<file path="config.mk">
export PLATFORM = sky130hd
export DESIGN_NAME = gb3_out_fifo_flat
export DESIGN_NICKNAME = d
export VERILOG_FILES = /design/src/hw/rtl/gb3_pkg.sv /design/src/hw/rtl/gb3_result_if.sv /design/src/hw/rtl/gb3_out_fifo.sv /design/src/flat_wrapper.sv
export SDC_FILE = /design/constraint.sdc
export NUM_CORES = 1
export LEC_CHECK = 0
export BUFFER_PORTS_ARGS = -buffer_cell sky130_fd_sc_hd__buf_2
export CAP_MARGIN = 20
export CORE_MARGIN = 2
export CORE_UTILIZATION = 54
export DETAILED_ROUTE_END_ITERATION = 8
export GPL_TIMING_DRIVEN = 0
export HOLD_SLACK_MARGIN = 0.03
export PLACE_DENSITY = 0.75
export SETUP_SLACK_MARGIN = 0.05
export SLEW_MARGIN = 20
export SYNTH_ARGS = -nofsm -noshare
export SYNTH_HDL_FRONTEND = slang
export SYNTH_SLANG_ARGS = --single-unit
export TNS_END_PERCENT = 30
</file>
<file path="constraint.sdc">
create_clock -name clk -period 2.3 [get_ports clk]
set_input_delay 0.23 -clock clk [delete_from_list [all_inputs] [get_ports clk]]
set_output_delay 0.23 -clock clk [all_outputs]
set_load 0.1 [all_outputs]
</file>
<file path="src/hw/rtl/gb3_pkg.sv">
// shared types, constants and coefficient helper for the 3x3 gaussian blur block
package gb3_pkg;

	localparam int unsigned MAX_WIDTH_DEF  = 1024;
	localparam int unsigned MAX_HEIGHT_DEF = 1024;
	localparam int unsigned COEF_FRAC_DEF  = 16;

	localparam int unsigned CFG_WIDTH    = 11;
	localparam int unsigned RESET_WIDTH  = 640;
	localparam int unsigned RESET_HEIGHT = 480;

	localparam logic REG_FRAME_WIDTH  = 1'b0;
	localparam logic REG_FRAME_HEIGHT = 1'b1;

	// weights in parts per million
	localparam longint unsigned PPM_CORNER = 64'd102059;
	localparam longint unsigned PPM_EDGE   = 64'd115349;
	localparam longint unsigned PPM_CENTRE = 64'd130371;

	localparam int unsigned OUT_DEPTH = 8;

	typedef struct packed {
		logic [7:0] blurred_value;
		logic       mask_bit;
		logic       frame_last;
	} result_t;

	typedef struct packed {
		logic top_ok;
		logic bot_ok;
		logic left_ok;
		logic right_ok;
		logic last;
	} win_mask_t;

	function automatic longint unsigned coef_q(input longint unsigned ppm, input int unsigned frac);
		return ((ppm << frac) + 64'd500000) / 64'd1000000;
	endfunction

endpackage

</file>
<file path="src/hw/rtl/gb3_result_if.sv">
// result output channel
interface gb3_result_if;
	logic       valid;
	logic       ready;
	logic [7:0] blurred_value;
	logic       mask_bit;
	logic       frame_last;

	modport source (output valid, output blurred_value, output mask_bit, output frame_last,
		input ready);
	modport sink (input valid, input blurred_value, input mask_bit, input frame_last,
		output ready);
endinterface

</file>
<file path="src/hw/rtl/gb3_out_fifo.sv">
// result queue in front of the output channel
module gb3_out_fifo import gb3_pkg::*; #(
	parameter int unsigned DEPTH = OUT_DEPTH
) (
	input  logic      clk,
	input  logic      arst_n,
	input  logic      push,
	input  result_t   push_data,
	gb3_result_if.source result
);

	localparam int unsigned AW = (DEPTH > 1) ? $clog2(DEPTH) : 1;
	localparam int unsigned CNT_W = $clog2(DEPTH + 1);

	result_t          store_q [DEPTH];
	logic [AW-1:0]    wr_ptr_q;
	logic [AW-1:0]    rd_ptr_q;
	logic [CNT_W-1:0] count_q;
	logic             pop;
	result_t          head;

	assign pop = result.valid && result.ready;
	assign head = store_q[rd_ptr_q];

	assign result.valid         = (count_q != '0);
	assign result.blurred_value = head.blurred_value;
	assign result.mask_bit      = head.mask_bit;
	assign result.frame_last    = head.frame_last;

	always_ff @(posedge clk) begin
		if (push) store_q[wr_ptr_q] <= push_data;
	end

	always_ff @(posedge clk or negedge arst_n) begin
		if (!arst_n) begin
			wr_ptr_q <= '0;
			rd_ptr_q <= '0;
			count_q  <= '0;
		end else begin
			if (push) begin
				if (wr_ptr_q == AW'(DEPTH - 1)) wr_ptr_q <= '0;
				else wr_ptr_q <= wr_ptr_q + AW'(1);
			end
			if (pop) begin
				if (rd_ptr_q == AW'(DEPTH - 1)) rd_ptr_q <= '0;
				else rd_ptr_q <= rd_ptr_q + AW'(1);
			end
			if (push && !pop) count_q <= count_q + CNT_W'(1);
			else if (pop && !push) count_q <= count_q - CNT_W'(1);
		end
	end

	a_no_overflow: assert property (@(posedge clk) disable iff (!arst_n)
		push |-> (count_q < CNT_W'(DEPTH)) || pop)
		else $error("result queue overflow");

endmodule

</file>
<file path="src/flat_wrapper.sv">
// flat-port wrapper written by rule: the top's interface ports become plain ports
module gb3_out_fifo_flat import gb3_pkg::*;
#(
	parameter int unsigned DEPTH = OUT_DEPTH
)
  (clk, arst_n, push, push_data, result_valid, result_blurred_value, result_mask_bit, result_frame_last, result_ready);
  gb3_result_if result_i ();
  input  logic clk;
  input  logic arst_n;
  input  logic push;
  input  result_t push_data;
  output wire logic [$bits(result_i.valid)-1:0] result_valid;
  output wire logic [$bits(result_i.blurred_value)-1:0] result_blurred_value;
  output wire logic [$bits(result_i.mask_bit)-1:0] result_mask_bit;
  output wire logic [$bits(result_i.frame_last)-1:0] result_frame_last;
  input wire logic [$bits(result_i.ready)-1:0] result_ready;
  assign result_valid = result_i.valid;
  assign result_blurred_value = result_i.blurred_value;
  assign result_mask_bit = result_i.mask_bit;
  assign result_frame_last = result_i.frame_last;
  assign result_i.ready = result_ready;
  gb3_out_fifo #(.DEPTH(DEPTH)) u_core (.clk(clk), .arst_n(arst_n), .push(push), .push_data(push_data), .result(result_i));
endmodule
</file>
# Word-level counts from Yosys, hierarchy flattened
# Memories as Yosys holds them, arrays and structs flattened.
# Index checks and enable logic that the tools add are counted.
# word_totals
reg_bits,10
mem_count,1
ramBits,80
# classes
mux,6
addsub,4
reduce_logical,7
n_eq_ne,2
# memory_table
name,words,word_bits,rd,rd_clocked_by_memory_dff,wr,line_no,text
u_core.store_q,8,10,1,0,1,gb3_out_fifo.sv:15,result_t store_q [DEPTH];
# op_table
operator,count
4-bit 2-to-1 mux,2
"3-bit by 1-bit adder with 3-bit output, second input constant",2
"3-bit == test, second input constant",2
3-bit 2-to-1 mux,2
"4-bit by 1-bit adder with 4-bit output, second input constant",1
4-bit nonzero test,1
"4-bit by 1-bit subtractor with 4-bit output, second input constant",1
1-bit logical AND,3
1-bit zero test,2
1-bit 2-to-1 mux,2
2-bit nonzero test,1

# Longest topological paths before layout
# logic_depth
word_depth,5
mapped_depth,8
ltp_nobuf,8

# Least setup slack after synthesis
# No wires, ideal clock.
# synth_timing
path_type,register to register
from,reg u_core.count_q[0]
to,reg u_core.count_q[3]
setup_time_ns,0.131
required_time_ns,2.169
t_arrival_ns,2.606
path_slack_ns,-0.437
stages_incl_launch_ff,9
path_cell_list,dfrtp_1 -> or4_4 -> nand2_1 -> ha_1 -> inv_1 -> ha_1 -> or4_1 -> o211ai_1 -> o211ai_1
# synth_via
elab_chain_cells,5
# synth_rtl
element,line_no,text
start: declaration,gb3_out_fifo.sv:18,logic [CNT_W-1:0] count_q;
start signal: assignment,gb3_out_fifo.sv:48,if (push && !pop) count_q <= count_q + CNT_W'(1);
start signal: assignment,gb3_out_fifo.sv:49,else if (pop && !push) count_q <= count_q - CNT_W'(1);
4-bit nonzero test (*),gb3_out_fifo.sv:25,assign result.valid = (count_q != '0);
net result_valid,flat_wrapper.sv:12,output wire logic [$bits(result_i.valid)-1:0] result_valid;
1-bit logical AND (*),gb3_out_fifo.sv:22,assign pop = result.valid && result.ready;
1-bit zero test,gb3_out_fifo.sv:48,
1-bit logical AND,gb3_out_fifo.sv:48,
4-bit 2-to-1 mux or 2-bit nonzero test (tied branches),--,
# Mark *: on every way through the listed nets, which the timed path passes. The rest lies on a longest branch. The select of a mux whose other input is x is not followed.
# A chain may end at the register's enable or synchronous reset.

# Worst setup path after layout
# layout_timing
from,reg u_core.count_q[1]
to,reg u_core.count_q[3]
# layout_via
elab_chain_cells,5
# layout_rtl
element
"parallel branches: the longest is 5 deep, another holds 4-bit by 1-bit subtractor with 4-bit output"
# Parallel ways; which one is timed is not known. The select of a mux whose other input is x is not followed.

==> summary.md <==
| Metric | Value |
|---|---|
| Fin worst setup slack | -0.0112 ns |
| DP Area | 0.00400 mm^2 |
| Max_slew headroom | 28.9% |
| Die Y-Extent | 86.9 um |
| Slowest cell on crit path | or4_4 |
| Final GP Congestion | 0.804 |
| Initial core utilization | 55.2% |
| Worst reg2reg endpoint | u_core.count_q[3]$_DFFE_PN0P_ |
| Hold Path Stages | 1 |
| Inserted Clock Buffers | 9 |
| Clk Latency, worst-skew pair | 0.35 ns |
| Initial antenna violation count | 0 |
| H-Tree Depth | 3 |
| Cells taking the most area after synthesis | edfxtp_1 (65%), mux4_1 (13%), dfrtp_1 (6.7%) |
| CTS root buffer | clkbuf_8 |
| Cell Chain, Critical Path | or4_4 -> nand2_4 -> ha_4 -> inv_4 -> ha_4 -> or4_4 -> o211ai_1 -> o211ai_1 |
| Worst reg2reg path depth | 8 |
| Synth Register Bits | 90 |
| Post-synth EDFFs | 80 |
| GRT Overall Usage | 19.1% |
| Register area share after synthesis | 71.5% |
| CP max stage delay | 0.56 ns |
| Vias in the first global route | 1904 |
| CP Launch Type | flop |
| Slew Viols, Final | 0 |
| Share of layout cells above drive strength 1 | 36.2% |
| Row count | 30 |
| Core region area | 0.00672 mm^2 |
| Clock slew at reported path FFs | 0.08 ns |
| Die W | 86.9 um |
| Clock skew | 0.0103 ns |
| WP data arrival | 2.52 ns |
| DR pass1 iterations | 4 |
| Post-layout util | 65.5% |
| Die area | 0.00755 mm^2 |
| Worst-margin pin slew | 1.06 ns |
| Hold Path Class | input pin to flop |
| Worst-path fanout max | 5 |
| RSZ-0062 raised after global routing | yes |
| WP buf/inv | 1 |
| Final instance area | 0.00440 mm^2 |
| Area delta synth->final | 18.7% |
| Primary FF master, synth | edfxtp_1 |
| R2R Path Start | u_core.count_q[1]$_DFFE_PN0P_ |
| Grt ovf | 0 |
| Endpoints failing hold | 0 |
| Synth Area per Inst | 21.1 um^2 |
| Share of the synthesized area in the top cell type | 64.8% |
| DP HPWL | 4.25 mm |
| Final ANT Viol Nets | 0 |
| Worst path top cell family by delay | simple AND/OR/NAND/NOR gates |
| Violated checks | negative setup slack |
| Mapped Area | 0.00371 mm^2 |
| Post-route DRC | 0 |
| Sink Count | 90 |
| Post-synth ARST share | 11.1% |
| Final setup viols | 2 |
| Yosys warning count | 0 |
| CP Depth | 8 |
| IO Count | 25 |
| Hold_sp | push_data[7] |
| Post-Syn Nets | 198 |
| Port Buf Inserts | 24 |
| Global-route wire length before repair | 10.1 mm |
| Largest net degree at the start of global routing | 15 |
| Routed via count | 1893 |
| Period utilisation layout | 100% |
| Post-synthesis cell type with the largest combined area | edfxtp_1 |
| Initial detailed-routing violation count | 135 |
| Max frequency | 433 MHz |
| Synth cell types | 25 |
| Setup WS pre-CTS | -0.141 ns |
| Status | finished with violations |
| Crit. End Element | flop |
| CTS tree | yes |
| Vias per Instance | 6.13 |
| Routed WL per cell | 22.1 um |
| Worst path required time | 2.51 ns |
| Final min period | 2.31 ns |
| # diodes | 0 |
| Kind of critical path | flop to flop |
| Clock buffer depth | 2 |
| Max-cap violations | 0 |
| Cells after Synth | 176 |
| Hold EP | u_core.store_q[0][7]$_DFFE_PP_ |
| Final wirelength | 6.82 mm |
| # fillers | 436 |
| Worst R2R Setup Slack | -0.01 ns |
| Final net count | 246 |
worst register-to-register path: cells and delay by family (launching register included):
kind            cells  cell delay [ns]
flops               1             0.39
compound gates      2             0.26
buf+inv             1             0.05
fa+ha+maj           2             0.41
simple gates        3             1.06
per-stage QoR:
step | setup TNS (ns) | hold WS, ns | std cells
after detailed placement | -0.141 | 0.103 | 282
after global placement | -0.633 | 0.0939 | 280
after global routing | -0.426 | 0.141 | 309
after CTS | -0.0221 | 0.138 | 304
after floorplan | -0.148 | -0.0656 | 176
final | -0.0176 | 0.150 | 309
synth_stat cells, types with 2 or more instances:
master and n:
mux4_1 19, ha_1 7, mux2_2 17, nand2_1 5, clkbuf_1 4, edfxtp_1 80, o211ai_1 2, dfrtp_1 10
nor3_1 3, nand2b_1 3, buf_6 2, a21oi_1 2, xnor2_1 2, nand3_1 2, nor2_1 8
registers in the layout (all words and copies together) (netlist names):
register and cells:
u_core.wr_ptr_q 3, u_core.store_q 80, u_core.count_q 4, u_core.rd_ptr_q 3
worst max path at each step:
stage,slack [ns],start,end
6_report,-0.01,u_core.count_q[1]$_DFFE_PN0P_,u_core.count_q[3]$_DFFE_PN0P_
5_1_grt,-0.06,u_core.count_q[1]$_DFFE_PN0P_,u_core.count_q[3]$_DFFE_PN0P_
4_1_cts,-0.02,u_core.count_q[2]$_DFFE_PN0P_,u_core.count_q[3]$_DFFE_PN0P_
3_5_place_dp,-0.14,u_core.count_q[2]$_DFFE_PN0P_,u_core.count_q[3]$_DFFE_PN0P_
3_3_place_gp,-0.05,u_core.wr_ptr_q[1]$_DFFE_PN0P_,u_core.store_q[0][3]$_DFFE_PP_
2_1_floorplan,-0.15,u_core.count_q[2]$_DFFE_PN0P_,u_core.count_q[3]$_DFFE_PN0P_
logic make-up (layout without fill, tap and decap cells):
family / Yosys count / count (layout) / share of synthesized area [%]
AOI/OAI and AO/OA: 6 / 6 / 1.11
xor gates and xnor gates: 2 / 2 / 0.472
adders and majority gates: 8 / 8 / 2.90
buffers and inverters: 7 / 60 / 1.11
DFF: 90 / 90 / 71.5
muxes: 38 / 38 / 19.5
and+or+nand+nor: 25 / 25 / 3.37
placed cells by master (no fill, tap or decap), drive strengths merged:
cell         instances
edfxtp              80
buf                 38
mux4                20
mux2                17
clkbuf              16
dfrtp               10
nor2                 8
ha                   7
nand2                5
nand2b               3
nor3                 3
or4                  2
xnor2                2
a21oi                2
o211ai               2
nand3                2
clkinv               2
inv                  1
o21ai                1
nand3b               1
or3                  1
mux2i                1
a2111o               1
fa                   1
bufinv               1
clkinvlp             1
dlygate4sd3          1
layer usage:
layer,GRT usage (%),routed length (um),vias up
met1,22.8,2740,985
met4,7.53,124,0
met5,0,0,-
li1,-,-,834
met2,33.2,3650,61
met3,5.02,306,13
area by class of cell:
cell class / count / area, um^2 / share of cell area, %
Sequential cell: 90 / 2650 / 60.3
Multi-Input combinational cell: 79 / 1060 / 24.1
Timing Repair Buffer: 38 / 348 / 7.90
Clock buffer: 12 / 135 / 3.07
Tap cell: 80 / 100 / 2.27
Buffer: 5 / 53.8 / 1.22
Clock inverter: 4 / 45.0 / 1.02
Inverter: 1 / 6.26 / 0.142
what timing repair did:
action                                 in CTS  in global routing
resized for setup                          30                 10
hold buffers                                1                  0
pin swaps                                   1                  4
buffers inserted                            6                  3
cloned                                      0                  1
setup endpoints to repair                  11                 11
endpoints found under the hold margin      10                  0
Power is left out: the tool's default activity adds up to more than one toggle a clock period on the data nets, which glitch-free logic cannot reach.
